`src/rtl/rmeh_pkg.sv`:
```
// Shared package for the rotation matrix to heading/pitch/roll unit.
// Holds the datapath widths, status and register codes, pipeline side-band
// structs and the CORDIC arctangent table. Depends on nothing.
package rmeh_pkg;

    localparam int ELEM_BITS         = 24;
    localparam int FRAC_BITS         = ELEM_BITS - 4;
    localparam int ANGLE_BITS        = 16;
    localparam int CORDIC_STAGES_DEF = 18;
    localparam int EPS_BITS          = 16;
    localparam int EPS_RESET         = 168;
    localparam int PADDR_BITS        = 3;
    localparam int PDATA_BITS        = 32;

    // Radicands are 56 bits wide, so each square root takes 28 steps.
    localparam int SQ_W       = 56;
    localparam int ROOT_STEPS = SQ_W / 2;
    localparam int S_W        = 28;
    localparam int C_W        = 25;
    localparam int X24_W      = 26;
    localparam int DEN_W      = S_W + C_W;
    localparam int REM_W      = DEN_W + 1;
    localparam int DIV_STEPS  = 26;
    localparam int QUO_W      = DIV_STEPS;
    localparam int RAT_W      = 26;
    localparam int CX_W       = 28;
    localparam int Z_W        = 32;
    localparam int LANES      = 6;
    localparam int ANG_LANES  = 3;
    localparam int NORM_SHIFT = 27;
    localparam int VERT_SHIFT = 3;

    localparam int L_SH  = 0;
    localparam int L_CH  = 1;
    localparam int L_SR  = 2;
    localparam int L_CR  = 3;
    localparam int L_CRV = 4;
    localparam int L_SRV = 5;

    localparam int A_HEAD  = 0;
    localparam int A_PITCH = 1;
    localparam int A_ROLL  = 2;

    typedef enum logic [1:0] {
        STAT_NORMAL = 2'd0,
        STAT_BAD    = 2'd1,
        STAT_VERT   = 2'd2
    } status_t;

    typedef enum logic {
        REG_SCALE_EPS = 1'b0,
        REG_VERT_EPS  = 1'b1
    } reg_idx_t;

    typedef struct packed {
        logic signed [X24_W-1:0]            x24;
        logic [LANES-1:0]                   neg;
        logic [LANES-1:0][ELEM_BITS-1:0]    mag;
    } sq_side_t;

    typedef struct packed {
        logic signed [X24_W-1:0] x24;
        logic [C_W-1:0]          cp24;
        logic                    bad;
        logic                    vert0;
        logic [LANES-1:0]        neg;
    } dv_side_t;

    typedef struct packed {
        logic                   bad;
        status_t                status;
        logic                   head_on;
        logic [ANG_LANES-1:0]   zero;
    } cr_side_t;

    // Arctangent of 2^-i in units of 2^-32 of a full turn.
    function automatic logic [Z_W-1:0] atan_turn(input logic [4:0] idx);
        logic [Z_W-1:0] a;
        case (idx)
            5'd0:    a = 32'd536870912;
            5'd1:    a = 32'd316933406;
            5'd2:    a = 32'd167458907;
            5'd3:    a = 32'd85004756;
            5'd4:    a = 32'd42667331;
            5'd5:    a = 32'd21354465;
            5'd6:    a = 32'd10679838;
            5'd7:    a = 32'd5340245;
            5'd8:    a = 32'd2670163;
            5'd9:    a = 32'd1335087;
            5'd10:   a = 32'd667544;
            5'd11:   a = 32'd333772;
            5'd12:   a = 32'd166886;
            5'd13:   a = 32'd83443;
            5'd14:   a = 32'd41722;
            5'd15:   a = 32'd20861;
            5'd16:   a = 32'd10430;
            5'd17:   a = 32'd5215;
            5'd18:   a = 32'd2608;
            5'd19:   a = 32'd1304;
            5'd20:   a = 32'd652;
            5'd21:   a = 32'd326;
            5'd22:   a = 32'd163;
            5'd23:   a = 32'd81;
            5'd24:   a = 32'd41;
            5'd25:   a = 32'd20;
            5'd26:   a = 32'd10;
            5'd27:   a = 32'd5;
            5'd28:   a = 32'd3;
            5'd29:   a = 32'd1;
            5'd30:   a = 32'd1;
            default: a = 32'd0;
        endcase
        return a;
    endfunction

endpackage

```
`src/rtl/rmeh_div_cell.sv`:
```
// One restoring-division step: yields one quotient bit and passes the
// divisor on. Depends on rmeh_pkg for the remainder and quotient widths.
module rmeh_div_cell (
    input  logic                       clk,
    input  logic                       en,
    input  logic [rmeh_pkg::REM_W-1:0] rem_in,
    input  logic [rmeh_pkg::DEN_W-1:0] den_in,
    input  logic [rmeh_pkg::QUO_W-1:0] quo_in,
    output logic [rmeh_pkg::REM_W-1:0] rem_out,
    output logic [rmeh_pkg::DEN_W-1:0] den_out,
    output logic [rmeh_pkg::QUO_W-1:0] quo_out
);
    localparam int RW = rmeh_pkg::REM_W;
    localparam int DW = rmeh_pkg::DEN_W;
    localparam int QW = rmeh_pkg::QUO_W;

    logic          take;
    logic [RW-1:0] diff;
    logic [RW-1:0] rem_next;
    logic [RW-1:0] rem_reg;
    logic [DW-1:0] den_reg;
    logic [QW-1:0] quo_reg;

    assign take = (rem_in >= {1'b0, den_in});
    assign diff = take ? (rem_in - {1'b0, den_in}) : rem_in;
    assign rem_next = {diff[RW-2:0], 1'b0};

    always_ff @(posedge clk)
    begin
        if (en)
        begin
            rem_reg <= rem_next;
            den_reg <= den_in;
            quo_reg <= {quo_in[QW-2:0], take};
        end
    end

    assign rem_out = rem_reg;
    assign den_out = den_reg;
    assign quo_out = quo_reg;
endmodule

```
`config.mk`:
```
export PLATFORM = sky130hd
export DESIGN_NAME = rmeh_div_cell
export DESIGN_NICKNAME = d
export VERILOG_FILES = /design/src/rtl/rmeh_pkg.sv /design/src/rtl/rmeh_div_cell.sv
export SDC_FILE = /design/constraint.sdc
export NUM_CORES = 1
export LEC_CHECK = 0
export BUFFER_PORTS_ARGS = -buffer_cell sky130_fd_sc_hd__buf_2
export CELL_PAD_IN_SITES_DETAIL_PLACEMENT = 1
export CELL_PAD_IN_SITES_GLOBAL_PLACEMENT = 2
export CORE_ASPECT_RATIO = 0.7
export CORE_UTILIZATION = 34
export DETAILED_ROUTE_END_ITERATION = 7
export GPL_ROUTABILITY_DRIVEN = 0
export PLACE_DENSITY = 0.87
export SLEW_MARGIN = 20
export SYNTH_ARGS = -nofsm -noshare
export SYNTH_HDL_FRONTEND = slang
export SYNTH_SLANG_ARGS = --single-unit
```
`constraint.sdc`:
```
create_clock -name clk -period 7.41 [get_ports clk]
set_input_delay 0.741 -clock clk [delete_from_list [all_inputs] [get_ports clk]]
set_output_delay 0.741 -clock clk [all_outputs]
set_load 0.1 [all_outputs]
```
# Word-level counts from Yosys, hierarchy flattened

Index checks and enable logic that the tools add are counted.

$lt $le $gt $ge: 1
Add/sub/neg operators: 1
Muxes and demuxes: 1

Operators with widths:

| kind           | count |
|---|---|
| $ge 54x53->1   | 1 |
| $mux 53        | 1 |
| $sub 53x53->53 | 1 |

Output and inout bits: 133
Register bits: 132
Input bits: 135
Logic and storage cells: 6

# Longest topological paths before layout

Depth after elaboration: 2
Gate-level depth with buffers: 15
Gate-level depth less buffers: 13

# Worst setup path before layout

Ideal clock, no wire load.

Path type: input to register
From: input rem_in[0] (netlist name)
To: register rem_reg[11] (netlist: rem_out[11]) (data pin)
Setup slack: 3.869 ns
Stages on the path: 14
Buffers on the path: 2
Required time: 7.150 ns
Setup time: 0.260 ns
Arrival time: 3.280 ns
Cells stage by stage: inv_1 ha_1 inv_1 fa_1 a21o_1 a221oi_2 o21a_1 nand3_1 a21oi_2 o21ai_2 a41o_1 buf_4 buf_8 mux2_4

Longest elaborated chain between the ends: 2
Elaborated cells on any way between the ends: 3
Classes of those cells: add/sub (1); order compare (1); mux (1)

Ends and longest elaborated chain:

| what                                                  | RTL line                                 | source |
|---|---|---|
| start, declared                                       | rmeh_div_cell.sv:6                       | `input logic [rmeh_pkg::REM_W-1:0] rem_in,` |
| $sub 53x53->53 / $ge 54x53->1 (equally long branches) | rmeh_div_cell.sv:25, rmeh_div_cell.sv:24 |  |
| $mux 53 (*)                                           | rmeh_div_cell.sv:25                      | `assign diff = take ? (rem_in - {1'b0, den_in}) : rem_in;` |
| net diff[10]                                          | rmeh_div_cell.sv:18                      | `logic [RW-1:0] diff;` |
| end signal, assigned                                  | rmeh_div_cell.sv:32                      | `rem_reg <= rem_next;` |
| end, declared                                         | rmeh_div_cell.sv:20                      | `logic [RW-1:0] rem_reg;` |

Mark *: on every way through the listed nets, which the timed path passes. The rest lies on a longest branch.
A chain may end at the register's enable or synchronous reset.

# Final worst setup path

From: input rem_in[0] (netlist name)
To: register rem_reg[33] (netlist: rem_out[33]) (data pin)

Same word-level chain as after synthesis.

==> metrics.md <==
| Metric | Value |
|---|---|
| Cell Area, Synth | `0.00819 mm^2` |
| Hold Buf Count CTS | `0` |
| Final TNS setup | `0 ns` |
| Crit path top cell by count | `inv_1` |
| Synth cell types | `69` |
| Max H-tree Level | `4` |
| Row cnt | `between 40 and 50` |
| Maximum clock frequency | `244 MHz` |
| Crit path max fanout | `between 90 and 100` |
| All-Layer GR Usage | `0.201` |
| Layout cells sized above 1 | `0.307` |
| Clock slew at reported path FFs | `~0.060 ns` |
| Number of synthesized flops with an enable pin | `approximately 130` |
| Final Hold Vio Count | `0` |
| I/O Buffers | `~270` |
| Critical path class | `input port to register` |
| Synth Net Count | `roughly 1,000` |
| Area occupied by multi-input gates | `between 0.003 and 0.004 mm^2` |
| Slew Viols, Final | `0` |
| Worst hold path class | `input port to register` |
| WHS Endpoint | `quo_out[17]` |
| Max Cap Viol | `0` |
| Resized cells post-CTS | `0` |
| Final setup violation count | `0` |
| Worst Max-Slew Pin Slew | `approximately 1.1 ns` |
| Max rail drop VDD | `approximately 160 uV` |
| CTS root buf | `clkbuf_16` |
| Number of antenna-violating nets in the routed design | `0` |
| Place WS | `between 2 and 3 ns` |
| Post-synthesis average cell area | `approximately 10 um^2` |
| Starting Density | `0.346` |
| Clk buf depth | `2` |
| Crit path DAT | `4.29 ns` |
| Seq. cell area | `0.00396 mm^2` |
| CP peak stage delay | `around 0.65 ns` |
| Synthesis-stage register bit count | `between 100 and 150` |
| CTS Sinks | `132` |
| Final period util | `0.554` |
| Status | `finished clean` |
| First-pass GRT wire length | `around 38 mm` |
| Syn-to-layout area delta | `26.3%` |
| Die width | `about 190 um` |
| Die Height | `132 um` |
| Post-synth ARST share | `0` |
| Core area | `roughly 0.024 mm^2` |
| WHS Path Cells | `1` |
| Grt ovf | `0` |
| Crit-path cells | `buf_2 > inv_1 > ha_1 > inv_1 > fa_1 > a21o_1 > a221oi_2 > o21a_1 > nand3_1 > a21oi_2 > o21ai_2 > a41o_4 > mux2_4` |
| TritonCTS Buffers | `17` |
| Setup WS post-layout | `roughly 3.3 ns` |
| Drc violations | `0` |
| Slowest CP cell | `a41o_4` |
| Length of the first detailed-routing pass in iterations | `4` |
| RSZ-0062 raised after global routing | `false` |
| Post-synthesis sequential area ratio | `0.484` |
| DR vias | `between 7,000 and 8,000` |
| Number of I/O pins | `approximately 270` |
| PD cells | `294 mW/mm^2` |
| Pleak | `~0.0046 uW` |
| Dpl hpwl | `19.4 mm` |
| Largest net degree at the start of global routing | `between 90 and 100` |
| Number of global-route vias before repair | `between 6,000 and 7,000` |
| Slew Limit Headroom | `0.293` |
| Final #Nets | `approximately 1,200` |
| Initial antenna violation count | `4` |
| Post-CTS setup buffer count | `0` |
| Hold_sp | `quo_in[16]` |
| Crit path time final | `4.10 ns` |
| Die ar. | `between 0.02 and 0.025 mm^2` |
| Endpoint class of the critical path | `register` |
| Crit path launch type | `input port` |
| DR iter-0 viols | `between 400 and 500` |
| Crit path required time | `around 7.6 ns` |
| Detailed-route wire length per cell | `18.2 um` |
| Final WL | `approximately 25 mm` |
| Fill count | `roughly 2,700` |
| Most used DFF post-synth | `edfxtp_1` |
| Vias per cell | `slightly above 5` |
| TritonCTS clock tree | `done` |
| Post-Synthesis Cells | `roughly 800` |
| YS warnings | `0` |
==> stage by stage <==
stage | instances | hold WS (ns) | total power, uW | util | cell area (um^2)
floorplan | 798 | 0.840 | 1900 | - | 8190
global placement | 1341 | 0.917 | 2110 | 0.410 | 9700
detailed placement | 1341 | 0.920 | 2120 | 0.410 | 9700
CTS | 1372 | 0.462 | 3060 | 0.437 | 10300
global route | 1372 | 0.461 | 3150 | 0.437 | 10300
finish | 1374 | 0.485 | 3040 | 0.437 | 10300
==> cell usage in the layout, fill, tap and decap left out, types with 13 or more instances in the layout <==
cell       count
a21o_1        28
a21oi_1       93
a31oi_1       15
buf_2        264
clkbuf_16     17
edfxtp_1     132
ha_1          53
inv_1         60
nand2_1       52
nand3_1       16
nand4_1       20
nor2_1        71
nor3_1        13
o21ai_0       37
xnor2_1       23
xor2_1        24
==> flip-flops by register name (all words and copies together), names as in the netlist <==
register and flops:
rem_out 53, quo_out 26, den_out 53
==> worst max-delay path, delay by kind of cell <==
kind | cells | cell delay [ns]
compound gates | 6 | 2.09
fa+ha+maj | 2 | 0.58
buf+inv | 3 | 0.22
mux | 1 | 0.44
simple gates | 1 | 0.16
==> worst max-delay path by stage <==
| stage | startpoint | to | slack, ns | depth (start not counted) |
|---|---|---|---|---|
| floorplan | rem_in[0] | rem_out[11] | 3.87 | 14 |
| global placement | rem_in[0] | rem_out[4] | 2.84 | 13 |
| detailed placement | rem_in[0] | rem_out[5] | 2.83 | 13 |
| CTS | rem_in[0] | rem_out[33] | 3.28 | 13 |
| global route | rem_in[0] | rem_out[50] | 3.05 | 14 |
| finish | rem_in[0] | rem_out[33] | 3.31 | 13 |
==> kinds of logic after synthesis <==
group | after synthesis | synth area share
mux | 13 | 0.0229
xor+xnor | 47 | 0.0503
compound gates | 229 | 0.173
other cells | 1 | 0.000458
simple gates | 221 | 0.129
flops | 132 | 0.484
buf+inv | 101 | 0.0561
fa+ha+maj | 54 | 0.0834
==> power by group <==
group	switching, uW	internal, uW
combinational	916	245
sequential	20.6	928
clock	335	593
total	1270	1770
==> layer usage <==
layer  global-route usage  vias to the layer above  part of all wire
met5                    0                        -           0.00088
li1                     -                     3423                 -
met1                0.291                     3313              0.50
met3               0.0676                       26             0.078
met4               0.0524                        4             0.010
met2                0.284                      249              0.41
==> cell usage after synthesis, types with 4 or more instances <==
| master | number | area share |
|---|---|---|
| a21o_1 | 28 | 0.026 |
| a21oi_1 | 93 | 0.057 |
| a31o_2 | 6 | 0.0064 |
| a31oi_1 | 15 | 0.011 |
| and2_1 | 8 | 0.0061 |
| and3_1 | 8 | 0.0061 |
| buf_2 | 7 | 0.0043 |
| buf_4 | 6 | 0.0055 |
| buf_6 | 5 | 0.0069 |
| clkbuf_1 | 22 | 0.010 |
| edfxtp_1 | 132 | 0.48 |
| ha_1 | 53 | 0.081 |
| inv_1 | 60 | 0.028 |
| mux2_4 | 11 | 0.020 |
| nand2_1 | 52 | 0.024 |
| nand3_1 | 16 | 0.0098 |
| nand4_1 | 20 | 0.015 |
| nor2_1 | 71 | 0.033 |
| nor2b_1 | 6 | 0.0046 |
| nor3_1 | 13 | 0.0079 |
| nor4_1 | 4 | 0.0031 |
| o21a_1 | 8 | 0.0073 |
| o21ai_0 | 37 | 0.023 |
| o21bai_1 | 6 | 0.0055 |
| or3_1 | 6 | 0.0046 |
| xnor2_1 | 23 | 0.025 |
| xor2_1 | 24 | 0.026 |
==> cell type report <==
cell class                 count  share of cell area
sequential                   132               0.383
multi-input combinational    565               0.365
timing repair buffer         266               0.130
clock buffer                  17              0.0411
tap                          318              0.0385
inverter                      60              0.0218
clock inverter                14              0.0202
antenna                        2            0.000484
Power figures use the tool's default switching activity.
