**src/rtl/rmeh_pkg.sv**
```systemverilog
// Shared package for the rotation matrix to heading/pitch/roll unit.
// Holds the datapath widths, status and register codes, pipeline side-band
// structs and the CORDIC arctangent table. Depends on nothing.
package rmeh_pkg;

    localparam int ELEM_BITS         = 24;
    localparam int FRAC_BITS         = ELEM_BITS - 4;
    localparam int ANGLE_BITS        = 16;
    localparam int CORDIC_STAGES_DEF = 18;
    localparam int EPS_BITS          = 16;
    localparam int EPS_RESET         = 168;
    localparam int PADDR_BITS        = 3;
    localparam int PDATA_BITS        = 32;

    // Radicands are 56 bits wide, so each square root takes 28 steps.
    localparam int SQ_W       = 56;
    localparam int ROOT_STEPS = SQ_W / 2;
    localparam int S_W        = 28;
    localparam int C_W        = 25;
    localparam int X24_W      = 26;
    localparam int DEN_W      = S_W + C_W;
    localparam int REM_W      = DEN_W + 1;
    localparam int DIV_STEPS  = 26;
    localparam int QUO_W      = DIV_STEPS;
    localparam int RAT_W      = 26;
    localparam int CX_W       = 28;
    localparam int Z_W        = 32;
    localparam int LANES      = 6;
    localparam int ANG_LANES  = 3;
    localparam int NORM_SHIFT = 27;
    localparam int VERT_SHIFT = 3;

    localparam int L_SH  = 0;
    localparam int L_CH  = 1;
    localparam int L_SR  = 2;
    localparam int L_CR  = 3;
    localparam int L_CRV = 4;
    localparam int L_SRV = 5;

    localparam int A_HEAD  = 0;
    localparam int A_PITCH = 1;
    localparam int A_ROLL  = 2;

    typedef enum logic [1:0] {
        STAT_NORMAL = 2'd0,
        STAT_BAD    = 2'd1,
        STAT_VERT   = 2'd2
    } status_t;

    typedef enum logic {
        REG_SCALE_EPS = 1'b0,
        REG_VERT_EPS  = 1'b1
    } reg_idx_t;

    typedef struct packed {
        logic signed [X24_W-1:0]            x24;
        logic [LANES-1:0]                   neg;
        logic [LANES-1:0][ELEM_BITS-1:0]    mag;
    } sq_side_t;

    typedef struct packed {
        logic signed [X24_W-1:0] x24;
        logic [C_W-1:0]          cp24;
        logic                    bad;
        logic                    vert0;
        logic [LANES-1:0]        neg;
    } dv_side_t;

    typedef struct packed {
        logic                   bad;
        status_t                status;
        logic                   head_on;
        logic [ANG_LANES-1:0]   zero;
    } cr_side_t;

    // Arctangent of 2^-i in units of 2^-32 of a full turn.
    function automatic logic [Z_W-1:0] atan_turn(input logic [4:0] idx);
        logic [Z_W-1:0] a;
        case (idx)
            5'd0:    a = 32'd536870912;
            5'd1:    a = 32'd316933406;
            5'd2:    a = 32'd167458907;
            5'd3:    a = 32'd85004756;
            5'd4:    a = 32'd42667331;
            5'd5:    a = 32'd21354465;
            5'd6:    a = 32'd10679838;
            5'd7:    a = 32'd5340245;
            5'd8:    a = 32'd2670163;
            5'd9:    a = 32'd1335087;
            5'd10:   a = 32'd667544;
            5'd11:   a = 32'd333772;
            5'd12:   a = 32'd166886;
            5'd13:   a = 32'd83443;
            5'd14:   a = 32'd41722;
            5'd15:   a = 32'd20861;
            5'd16:   a = 32'd10430;
            5'd17:   a = 32'd5215;
            5'd18:   a = 32'd2608;
            5'd19:   a = 32'd1304;
            5'd20:   a = 32'd652;
            5'd21:   a = 32'd326;
            5'd22:   a = 32'd163;
            5'd23:   a = 32'd81;
            5'd24:   a = 32'd41;
            5'd25:   a = 32'd20;
            5'd26:   a = 32'd10;
            5'd27:   a = 32'd5;
            5'd28:   a = 32'd3;
            5'd29:   a = 32'd1;
            5'd30:   a = 32'd1;
            default: a = 32'd0;
        endcase
        return a;
    endfunction

endpackage

```
**src/rtl/rmeh_sqrt_cell.sv**
```systemverilog
// One step of the pipelined integer square root: decides one root bit.
// Depends on rmeh_pkg for the radicand width and step count.
module rmeh_sqrt_cell #(
    parameter int STEP = 0
) (
    input  logic                      clk,
    input  logic                      en,
    input  logic [rmeh_pkg::SQ_W-1:0] rad_in,
    input  logic [rmeh_pkg::SQ_W-1:0] root_in,
    output logic [rmeh_pkg::SQ_W-1:0] rad_out,
    output logic [rmeh_pkg::SQ_W-1:0] root_out
);
    localparam int W  = rmeh_pkg::SQ_W;
    localparam int SH = 2 * (rmeh_pkg::ROOT_STEPS - 1 - STEP);
    localparam logic [W:0] BIT = {{W{1'b0}}, 1'b1} << SH;

    logic [W:0]   trial;
    logic         take;
    logic [W-1:0] rad_next;
    logic [W-1:0] root_next;
    logic [W-1:0] rad_reg;
    logic [W-1:0] root_reg;

    assign trial = {1'b0, root_in} + BIT;
    assign take  = ({1'b0, rad_in} >= trial);

    always_comb
    begin
        if (take)
        begin
            rad_next  = rad_in - trial[W-1:0];
            root_next = (root_in >> 1) + BIT[W-1:0];
        end
        else
        begin
            rad_next  = rad_in;
            root_next = root_in >> 1;
        end
    end

    always_ff @(posedge clk)
    begin
        if (en)
        begin
            rad_reg  <= rad_next;
            root_reg <= root_next;
        end
    end

    assign rad_out  = rad_reg;
    assign root_out = root_reg;
endmodule

```
**config.mk**
```make
export PLATFORM = sky130hd
export DESIGN_NAME = rmeh_sqrt_cell
export DESIGN_NICKNAME = d
export VERILOG_FILES = /design/src/rtl/rmeh_pkg.sv /design/src/rtl/rmeh_sqrt_cell.sv
export SDC_FILE = /design/constraint.sdc
export NUM_CORES = 1
export LEC_CHECK = 0
export ABC_AREA = 1
export BUFFER_PORTS_ARGS = -buffer_cell sky130_fd_sc_hd__buf_2
export CORE_MARGIN = 2
export CORE_UTILIZATION = 25
export CTS_CLUSTER_DIAMETER = 150
export CTS_CLUSTER_SIZE = 40
export DETAILED_ROUTE_END_ITERATION = 10
export MAX_ROUTING_LAYER = met4
export SLEW_MARGIN = 40
export SYNTH_ARGS = -nofsm -noshare
export SYNTH_HDL_FRONTEND = slang
export SYNTH_SLANG_ARGS = --single-unit
```
**constraint.sdc**
```tcl
create_clock -name clk -period 2.55 [get_ports clk]
set_input_delay 0.1275 -clock clk [delete_from_list [all_inputs] [get_ports clk]]
set_output_delay 0.1275 -clock clk [all_outputs]
set_load 0.03 [all_outputs]
```
; ---- After elaboration in Yosys (flattened, before gate mapping)
; Cells that the tools add are included.
[totals]
ff_bits = 112
out_inout_bits = 112
elab_cells = 9
[op_classes]
add_sub_neg = 3
magnitude_cmp = 1
muxes = 2
[op_table]
columns = op, n
row1 = 56-bit by 55-bit adder with 57-bit output (second input constant), 1
row2 = 56-bit by 57-bit >= comparator with 1-bit output, 1
row3 = 55-bit by 55-bit adder with 56-bit output (second input constant), 1
row4 = 56-bit 2-to-1 mux, 1
row5 = 56-bit subtractor, 1
row6 = 55-bit 2-to-1 mux, 1

; ---- Depth between registers and ports, before layout
; Gate-level depths: netlist (run 1).
[logic_depth]
depth_word = 3
mapped_depth = 16
ltp_nobuf = 16

; ---- Worst setup path before layout (run 1)
; Ideal clock, no wire load.
[synth_timing]
path_kind = in2reg
startpoint = input port root_in[54] in the netlist's numbering
endpoint = register rad_reg[48], in the netlist rad_out[48], data pin
setup_time_ns = 0.253
t_arrival_ns = 1.727
t_required_ns = 2.297
slack_ns = 0.569
path_stages = 13
n_path_buf = 2
path_cell_list = ha_1 inv_1 ha_1 nand2_1 nor2_1 nand2_1 nor2_1 and3_1 nand2_1 buf_2 buf_2 nand4_1 nand2_1
[synth_via]
elab_chain_len = 3
[synth_lines]
columns = element, line
row1 = start: declaration, rmeh_sqrt_cell.sv:9  ; input logic [rmeh_pkg::SQ_W-1:0] root_in,
row2 = 56-bit by 55-bit adder with 57-bit output, rmeh_sqrt_cell.sv:24  ; assign trial = {1'b0, root_in} + BIT;
row3 = 56-bit by 57-bit >= comparator with 1-bit output, rmeh_sqrt_cell.sv:25  ; assign take = ({1'b0, rad_in} >= trial);
row4 = 56-bit 2-to-1 mux, rmeh_sqrt_cell.sv:29  ; if (take)
row5 = named net rad_next[48], rmeh_sqrt_cell.sv:19  ; logic [W-1:0] rad_next;
row6 = end signal: assignment, rmeh_sqrt_cell.sv:45  ; rad_reg <= rad_next;
row7 = end: declaration, rmeh_sqrt_cell.sv:21  ; logic [W-1:0] rad_reg;
; The timed path passes the listed nets, and every way through them passes these cells.
; A chain may end at the register's enable or synchronous reset.

; ---- Worst setup path in the final report (run 1)
[layout_timing]
startpoint = input port root_in[51] in the netlist's numbering
endpoint = register rad_reg[25], in the netlist rad_out[25], data pin
; The elaborated chain is that of the path after synthesis.

==> metrics.yaml, run 1 <==
status:
  status: "complete, no violations"
yosys:
  syn_area_per_cell_um2: 6.54
  synth_compound_area_frac: 0.0378
  ys.flop_type: "edfxtp_1"
  synthMuxAreaShare: 0
  netlist_area_um2: 9470
  synth-simple-area-share: 0.348
  synthArstFlopShare: 0
  synth_xor_area_frac: 0.0268
  synth_top_family_by_area: "simple AND/OR/NAND/NOR gates"
  yosysUniqueCellTypes: 26
  yosys.area.top_type: "edfxtp_1"
  synth.ff_latch_count: 112
  netlist_instances: 1447
  ys_warn_count: 0
  synth.net_count: 1619
  synth_edf_count: 112
  synth_adder_area_share: 0.0774
  synth.top_cell.area_share: 0.355
  synth_area_leaders: "edfxtp_1, nand2_1, inv_1"
  seq_area_frac_synth: 0.355
die:
  rows: 71
  io_pins: 226
  die_h_um: 199
  die_x_um: 199
  initial_core_util: 0.253
  core_area_um2: 37500
  dieArea_um2: 39400
worst_setup_path:
  arrival_ns: 2.61
  critical_path_class: "in -> reg"
  start_kind: "primary input"
  end_kind: "register"
  cp_max_fo: 15
  crit_required_ns: 2.69
route:
  dr.pass1.iters: 5
  vias: 9998
  wire_per_inst_um: 16.4
  antenna_left: 0
  drcViolationCount: 0
  drtIter0Drc: 555
  viasPerCell: 4.26
  finalWirelength_um: 38400
cells_and_area:
  layoutNonFillerInstCount: 2346
  layout.cells.most_common: "nand2_1"
  nets: 2000
  syn_to_final_growth_pct: 42.5
  final_cell_mix: "nand2_1, inv_1, buf_2"
  drive_gt1_frac: 0.260
placed_design:
  io_buffers: 225
  dp.cells: 2265
  post-dp-hpwl_um: 31800
  gp_congestion: 0.917
sta:
  slew_violations: 0
  whs_ns: 0.0494
  fmax_ghz: 0.405
  finalSetupViolations: 0
  tightest_slew_ns: 0.561
  slew_headroom: 0.626
  post-route-min-period_ns: 2.47
  hold_viol: 0
  post-route-period-util: 0.969
cts:
  cts_tree: "yes"
  clk_path_buf_depth: 2
  numCtsBuffers: 9
  clock-root-buffer: "clkbuf_16"
  cts.htree.levels: 3
  clk_pin_slew_ns: 0.08
  clock_sinks: 112
power:
  p_leak_nw: 7.19
  ir_worst_vdd_uv: 372
  powerDensity_nw_per_um2: 497
global_route:
  antenna_found_initial: 2
  grt_pass1_vias: 9688
  gr-usage-all-layers: 0.200
  grt-ovfl-total: 0
  grt_pass1_wl_um: 56400
  grt_max_degree: 63
job:
  cap_violations: 0
min_path:
  hp-class: "in -> reg"
-- synth_stat cells, drive strengths merged, types with 3 or more instances --
cell type and count:
xor2 26, nand3 58, nand3b 15, a21oi 37, nor2 107, edfxtp 112, buf 18, and2 3
nand4 41, nand2 560, o21ai 33, inv 356, xnor2 3, nor3 12, ha 57
-- registers in the layout, indices dropped and copies added, names as in the netlist --
register / cells
rad_out: 56
root_out: 56
-- per-layer routing --
layer	routed length (um)	share of wire	GRT usage
met1	19100	0.50	0.275
met2	17000	0.44	0.307
met3	1790	0.046	0.0327
met4	565	0.015	0.0442
met5	0	0	-
-- metrics by stage --
step                       util  worst slack, ns  setup TNS (ns)  power, mW  instance area, um2
after detailed placement  0.318          -0.0725           -1.35       4.95               11900
final                     0.360           0.0782               0       6.71               13500
after floorplan               -            0.569               0       3.91                9470
after CTS                 0.341           0.0298               0       6.56               12800
after global placement    0.318           -0.156           -1.41       4.93               11900
after global routing      0.360          -0.0241         -0.0336       7.10               13500
-- final timing paths --
check	from	end	depth (start not counted)
worst max-delay path	root_in[51]	rad_out[25]$_DFFE_PP_	15
worst min-delay path	root_in[55]	root_out[55]$_SDFFCE_PN0P_	3
-- worst max-delay path: stages --
cell and delay (ns):
dlygate4sd3_1 0.53, buf_2 0.11, inv_1 0.04, ha_1 0.29
buf_4 0.14, nand2_1 0.10, nor2_2 0.17, nand2_1 0.11
nor2_2 0.15, and3_4 0.22, nand2_4 0.06, nand3_4 0.12
buf_12 0.18, buf_16 0.15, o21ai_0 0.09
-- logic make-up after synthesis --
group	count (synthesis)
flops	112
fa+ha+maj	58
simple gates	801
xor+xnor	29
compound gates	71
buf+inv	376
-- power breakdown --
part,switching [mW],internal (mW),leakage [nW]
logic,1.82,1.02,5.95
clock network,0.813,0.706,0.148
registers,0.0580,2.29,1.09
-- repair_timing --
action | CTS | global route
hold endpoints to repair | 54 | 0
setup buffers | 0 | 6
setup endpoints to repair | 0 | 57
hold buffers | 54 | 0
gates resized for setup | 0 | 123
-- final cells by class --
type / instances / area [um2]
clock inverter: 7 / 80.1
multi-input combinational: 959 / 5210
fill: 4102 / 24000
inverter: 358 / 1340
sequential: 112 / 3360
timing repair buffer: 388 / 2630
clock buffer: 9 / 225
antenna: 2 / 5.00
tap: 511 / 639
No activity file was read; power rests on OpenSTA's default activity.
==> inputs of run 2 (changes only) <==
Clock period 2.55 ns to 2 ns, I/O delays scaled along.
==> run 2 against run 1 <==
  * Core utilization rose by 3.8 points
  * Critical path depth fell by 1
  * Non-clock buffer count rose by 195
  * Largest cell class unchanged
  * Largest power group unchanged
==> metrics.yaml, run 2 (synthesized netlist as in run 1, its figures left out) <==
cells_and_area:
  drive_gt1_frac: 0.324
  fillers: 4147
  layout.cells.most_common: "nand2_1"
  multi_input_area_um2: 5210
  syn_to_final_growth_pct: 57.5
  final_cell_mix: "nand2_1, inv_1, buf_4"
  final_core_util: 0.398
  nets: 2195
  regArea_um2: 3360
cts:
  cts.htree.levels: 3
  clock-root-buffer: "clkbuf_16"
  clk_path_buf_depth: 2
  numCtsBuffers: 9
  clock_sinks: 112
  clk_pin_slew_ns: 0.08
  cts_tree: "yes"
sta:
  slew_violations: 0
  slew_headroom: 0.735
  post-route-period-util: 0.978
  post-route-min-period_ns: 1.96
  finalSetupViolations: 0
  whs_ns: 0.0304
  hold_viol: 0
  fmax_ghz: 0.511
  tightest_slew_ns: 0.398
  setup_ws_ns: 0.0439
  tns_ns: 0
  rsz0062_at_grt: "yes"
power:
  power.total_mw: 8.88
  p_leak_nw: 8.12
  ir_worst_vdd_uv: 455
  powerDensity_nw_per_um2: 595
min_path:
  hp-class: "in -> reg"
route:
  antenna_left: 0
  dr.pass1.iters: 5
  wire_per_inst_um: 15.3
  drtIter0Drc: 564
  viasPerCell: 4.19
  drcViolationCount: 0
  finalWirelength_um: 38900
  vias: 10636
global_route:
  grt_max_degree: 63
  grt_pass1_wl_um: 56300
  met3_usage: 0.0283
  grt_pass1_vias: 10105
  met1_usage: 0.275
  grt_busiest_layer: "met2"
  grt.met2_usage: 0.301
  gr-usage-all-layers: 0.199
  grt-ovfl-total: 0
  antenna_found_initial: 2
die:
  die_x_um: 199
  die_h_um: 199
  initial_core_util: 0.253
  core_area_um2: 37500
  dieArea_um2: 39400
  io_pins: 226
  rows: 71
worst_setup_path:
  cp_max_fo: 11
  crit_family: "simple AND/OR/NAND/NOR gates"
  path_cells: "buf_2, inv_1, ha_1, nand2_2, nor2_4, inv_2, nor2_2, nand2_2, nor2_4, nand4_1, nand3_4, buf_4, clkbuf_16, o21ai_1"
  slowest_stage: "ha_1"
  max_stage_delay_ns: 0.32
  critical_path_class: "in -> reg"
  crit_required_ns: 2.15
  end_kind: "register"
  cp_num_buf_inv: 5
  arrival_ns: 2.10
  start_kind: "primary input"
status:
  status: "complete, no violations"
placed_design:
  io_buffers: 225
  post-dp-hpwl_um: 31800
  pre_cts_ws_ns: -0.631
  gp_congestion: 0.934
job:
  cap_violations: 0
-- run 2: cell count changes in the layout (fill, tap and decap cells not counted), sizes merged --
cell         previous run  this run
buf                   331       528
inv                   361       359
clkbuf                 12        11
clkinv                  3         4
dlygate4sd3            54        53
-- run 2: final cells by class --
| type | count | area share |
|---|---|---|
| Clock buffer | 9 | 0.0151 |
| Timing Repair Buffer | 583 | 0.274 |
| Multi-Input combinational cell | 959 | 0.349 |
| Clock inverter | 6 | 0.00344 |
| Antenna cell | 2 | 0.000336 |
| Tap cell | 511 | 0.0429 |
| Sequential cell | 112 | 0.226 |
| Inverter | 358 | 0.0901 |
-- run 2: where the power goes --
| part | total (mW) | switching [mW] | internal, mW |
|---|---|---|---|
| Sequential | 2.99 | 0.0728 | 2.92 |
| Clock | 1.81 | 0.949 | 0.856 |
| Combinational | 4.08 | 2.39 | 1.69 |
| Total | 8.88 | 3.41 | 5.47 |
-- run 2: what timing repair did --
action / in CTS / in global routing
resized for setup: 18 / 85
pin swaps: 2 / 11
gates cloned: 0 / 3
buffers inserted: 1 / 4
endpoints found under the hold margin: 53 / 0
endpoints found under the setup margin: 57 / 57
hold buffers: 53 / 0
-- run 2: through the flow --
stage	instance area (um2)	instances
6_report	14900	2540
3_3_place_gp	13400	2462
4_1_cts	14300	2531
2_1_floorplan	9470	1447
5_1_grt	14900	2540
3_5_place_dp	13400	2462
-- run 2: final timing paths --
| kind | slack [ns] | endpoint | start | cells past startpoint |
|---|---|---|---|---|
| max | 0.04 | rad_out[27]$_DFFE_PP_ | root_in[33] | 14 |
| min | 0.03 | root_out[0]$_DFFE_PP_ | root_in[1] | 2 |
-- run 2: metal layers --
metal	vias to the layer above	part of all wire
met5	-	0
met4	0	0.023
met3	34	0.048
met2	244	0.44
met1	4789	0.49
li1	5569	-
==> inputs of run 3 (changes only) <==
Settings changed: CELL_PAD_IN_SITES_DETAIL_PLACEMENT from default to 1, CELL_PAD_IN_SITES_GLOBAL_PLACEMENT from default to 2, PLACE_DENSITY_LB_ADDON from default to 0.1.
==> run 3 against run 2 <==
  * Final area up 0.30%
  * Global-route usage up 2.8 points
  * Worst setup slack better by 0.058 ns
  * Critical path depth fell by 2
  * Via count is 1.5% higher
  * Cell count decreased by 0.39%
  * Flip-flop and latch count unchanged
  * Count of clock-buffer cells in the layout unchanged
  * Combinational power rose by 1%
  * Worst hold slack better by 0.0078 ns
  * Largest cell class unchanged
  * Critical path type unchanged
  * Sequential share of layout area down 0.068 points
==> metrics.yaml, run 3 (synthesized netlist as in run 1, its figures left out) <==
global_route:
  grt-ovfl-total: 0
  grt_pass1_vias: 10951
  gr-usage-all-layers: 0.227
  antenna_found_initial: 2
  grt_pass1_wl_um: 63900
  grt_max_degree: 44
cells_and_area:
  syn_to_final_growth_pct: 58.0
  nets: 2184
  drive_gt1_frac: 0.342
  layoutNonFillerInstCount: 2530
  final_cell_mix: "nand2_1, inv_1, buf_4"
  fillers: 4813
  multi_input_area_um2: 5300
  regArea_um2: 3360
  layout.cells.most_common: "nand2_1"
placed_design:
  dp.cells: 2446
  gp_congestion: 0.861
  post-dp-hpwl_um: 36200
  io_buffers: 225
min_path:
  worstHoldStart: "root_in[28]"
  hp-class: "in -> reg"
  whs_path_depth: 2
status:
  status: "complete, no violations"
worst_setup_path:
  arrival_ns: 2.04
  crit_end: "rad_out[25]$_DFFE_PP_"
  cp_max_fo: 15
  startpoint: "root_in[50]"
  critical_path_class: "in -> reg"
  start_kind: "primary input"
  end_kind: "register"
  crit_required_ns: 2.14
sta:
  fmax_ghz: 0.527
  post-route-min-period_ns: 1.90
  slew_violations: 0
  finalSetupViolations: 0
  tightest_slew_ns: 0.445
  hold_viol: 0
  rsz0062_at_grt: "yes"
  post-route-period-util: 0.949
  slew_headroom: 0.700
route:
  drtIter0Drc: 355
  finalWirelength_um: 43300
  dr.pass1.iters: 5
  vias: 10799
  drcViolationCount: 0
  wire_per_inst_um: 17.1
  antenna_left: 0
  viasPerCell: 4.27
power:
  ir_worst_vdd_uv: 478
  powerDensity_nw_per_um2: 608
  p_leak_nw: 8.10
  power.total_mw: 9.10
cts:
  cts_tree: "yes"
  clock_sinks: 112
  cts.htree.levels: 3
  clk_pin_slew_ns: 0.08
  clk_path_buf_depth: 2
  clock-root-buffer: "clkbuf_16"
  numCtsBuffers: 9
die:
  io_pins: 226
  rows: 71
  die_h_um: 199
  die_x_um: 199
  core_area_um2: 37500
  dieArea_um2: 39400
  initial_core_util: 0.253
job:
  cap_violations: 0
run 3: metal layers:
| metal | vias to the layer above | track usage | part of all wire | routed length [um] |
|---|---|---|---|---|
| met1 | 5063 | 0.311 | 0.50 | 21500 |
| li1 | 5535 | - | - | - |
| met4 | 0 | 0.0478 | 0.016 | 688 |
| met5 | - | - | 0 | 0 |
| met3 | 24 | 0.0217 | 0.030 | 1320 |
| met2 | 177 | 0.364 | 0.46 | 19800 |
run 3: worst min-delay path by stage:
stage	endpoint	slack, ns
CTS	root_out[27]$_DFFE_PP_	0.02
global route	root_out[27]$_DFFE_PP_	0.02
global placement	root_out[41]$_DFFE_PP_	0.29
floorplan	root_out[0]$_DFFE_PP_	0.20
finish	root_out[27]$_DFFE_PP_	0.04
detailed placement	root_out[22]$_DFFE_PP_	0.29
run 3: critical path, cell delays in order:
cell and delay [ns]:
buf_2 0.09, inv_1 0.04, ha_1 0.34, nand2_1 0.11, nor2_1 0.25, inv_1 0.15
nor3_1 0.19, nand4_1 0.20, nand3_4 0.16, buf_12 0.16, buf_12 0.15, o21ai_0 0.09
run 3: repair_timing:
action / CTS / global route
pin swaps: 4 / 14
setup buffers: 4 / 8
endpoints found under the setup margin: 50 / 58
gates resized for setup: 16 / 142
hold buffers: 52 / 0
gates cloned: 0 / 2
hold endpoints to repair: 52 / 0
run 3: final cells by class:
class,instances,area share
Antenna cell,2,0.000335
Clock buffer,9,0.0151
Clock inverter,7,0.00477
Inverter,358,0.0898
Multi-Input combinational cell,959,0.354
Sequential cell,112,0.225
Tap cell,511,0.0427
Timing Repair Buffer,572,0.268
run 3: power breakdown:
group	internal, mW	leakage [nW]	switching [mW]
clock	0.975	0.139	0.994
combinational	1.68	6.87	2.46
sequential	2.92	1.09	0.0753
run 3: through the flow:
stage	setup slack [ns]	TNS, ns	utilization	hold slack, ns	cell area (um2)
3_5_place_dp	-0.601	-27.68	0.355	0.293	13300
3_3_place_gp	-0.603	-27.53	0.355	0.292	13300
5_1_grt	-0.0114	-0.0207	0.399	0.0229	15000
6_report	0.102	0	0.399	0.0382	15000
4_1_cts	-0.0199	-0.0534	0.379	0.0171	14200
2_1_floorplan	0.0469	0	-	0.199	9470
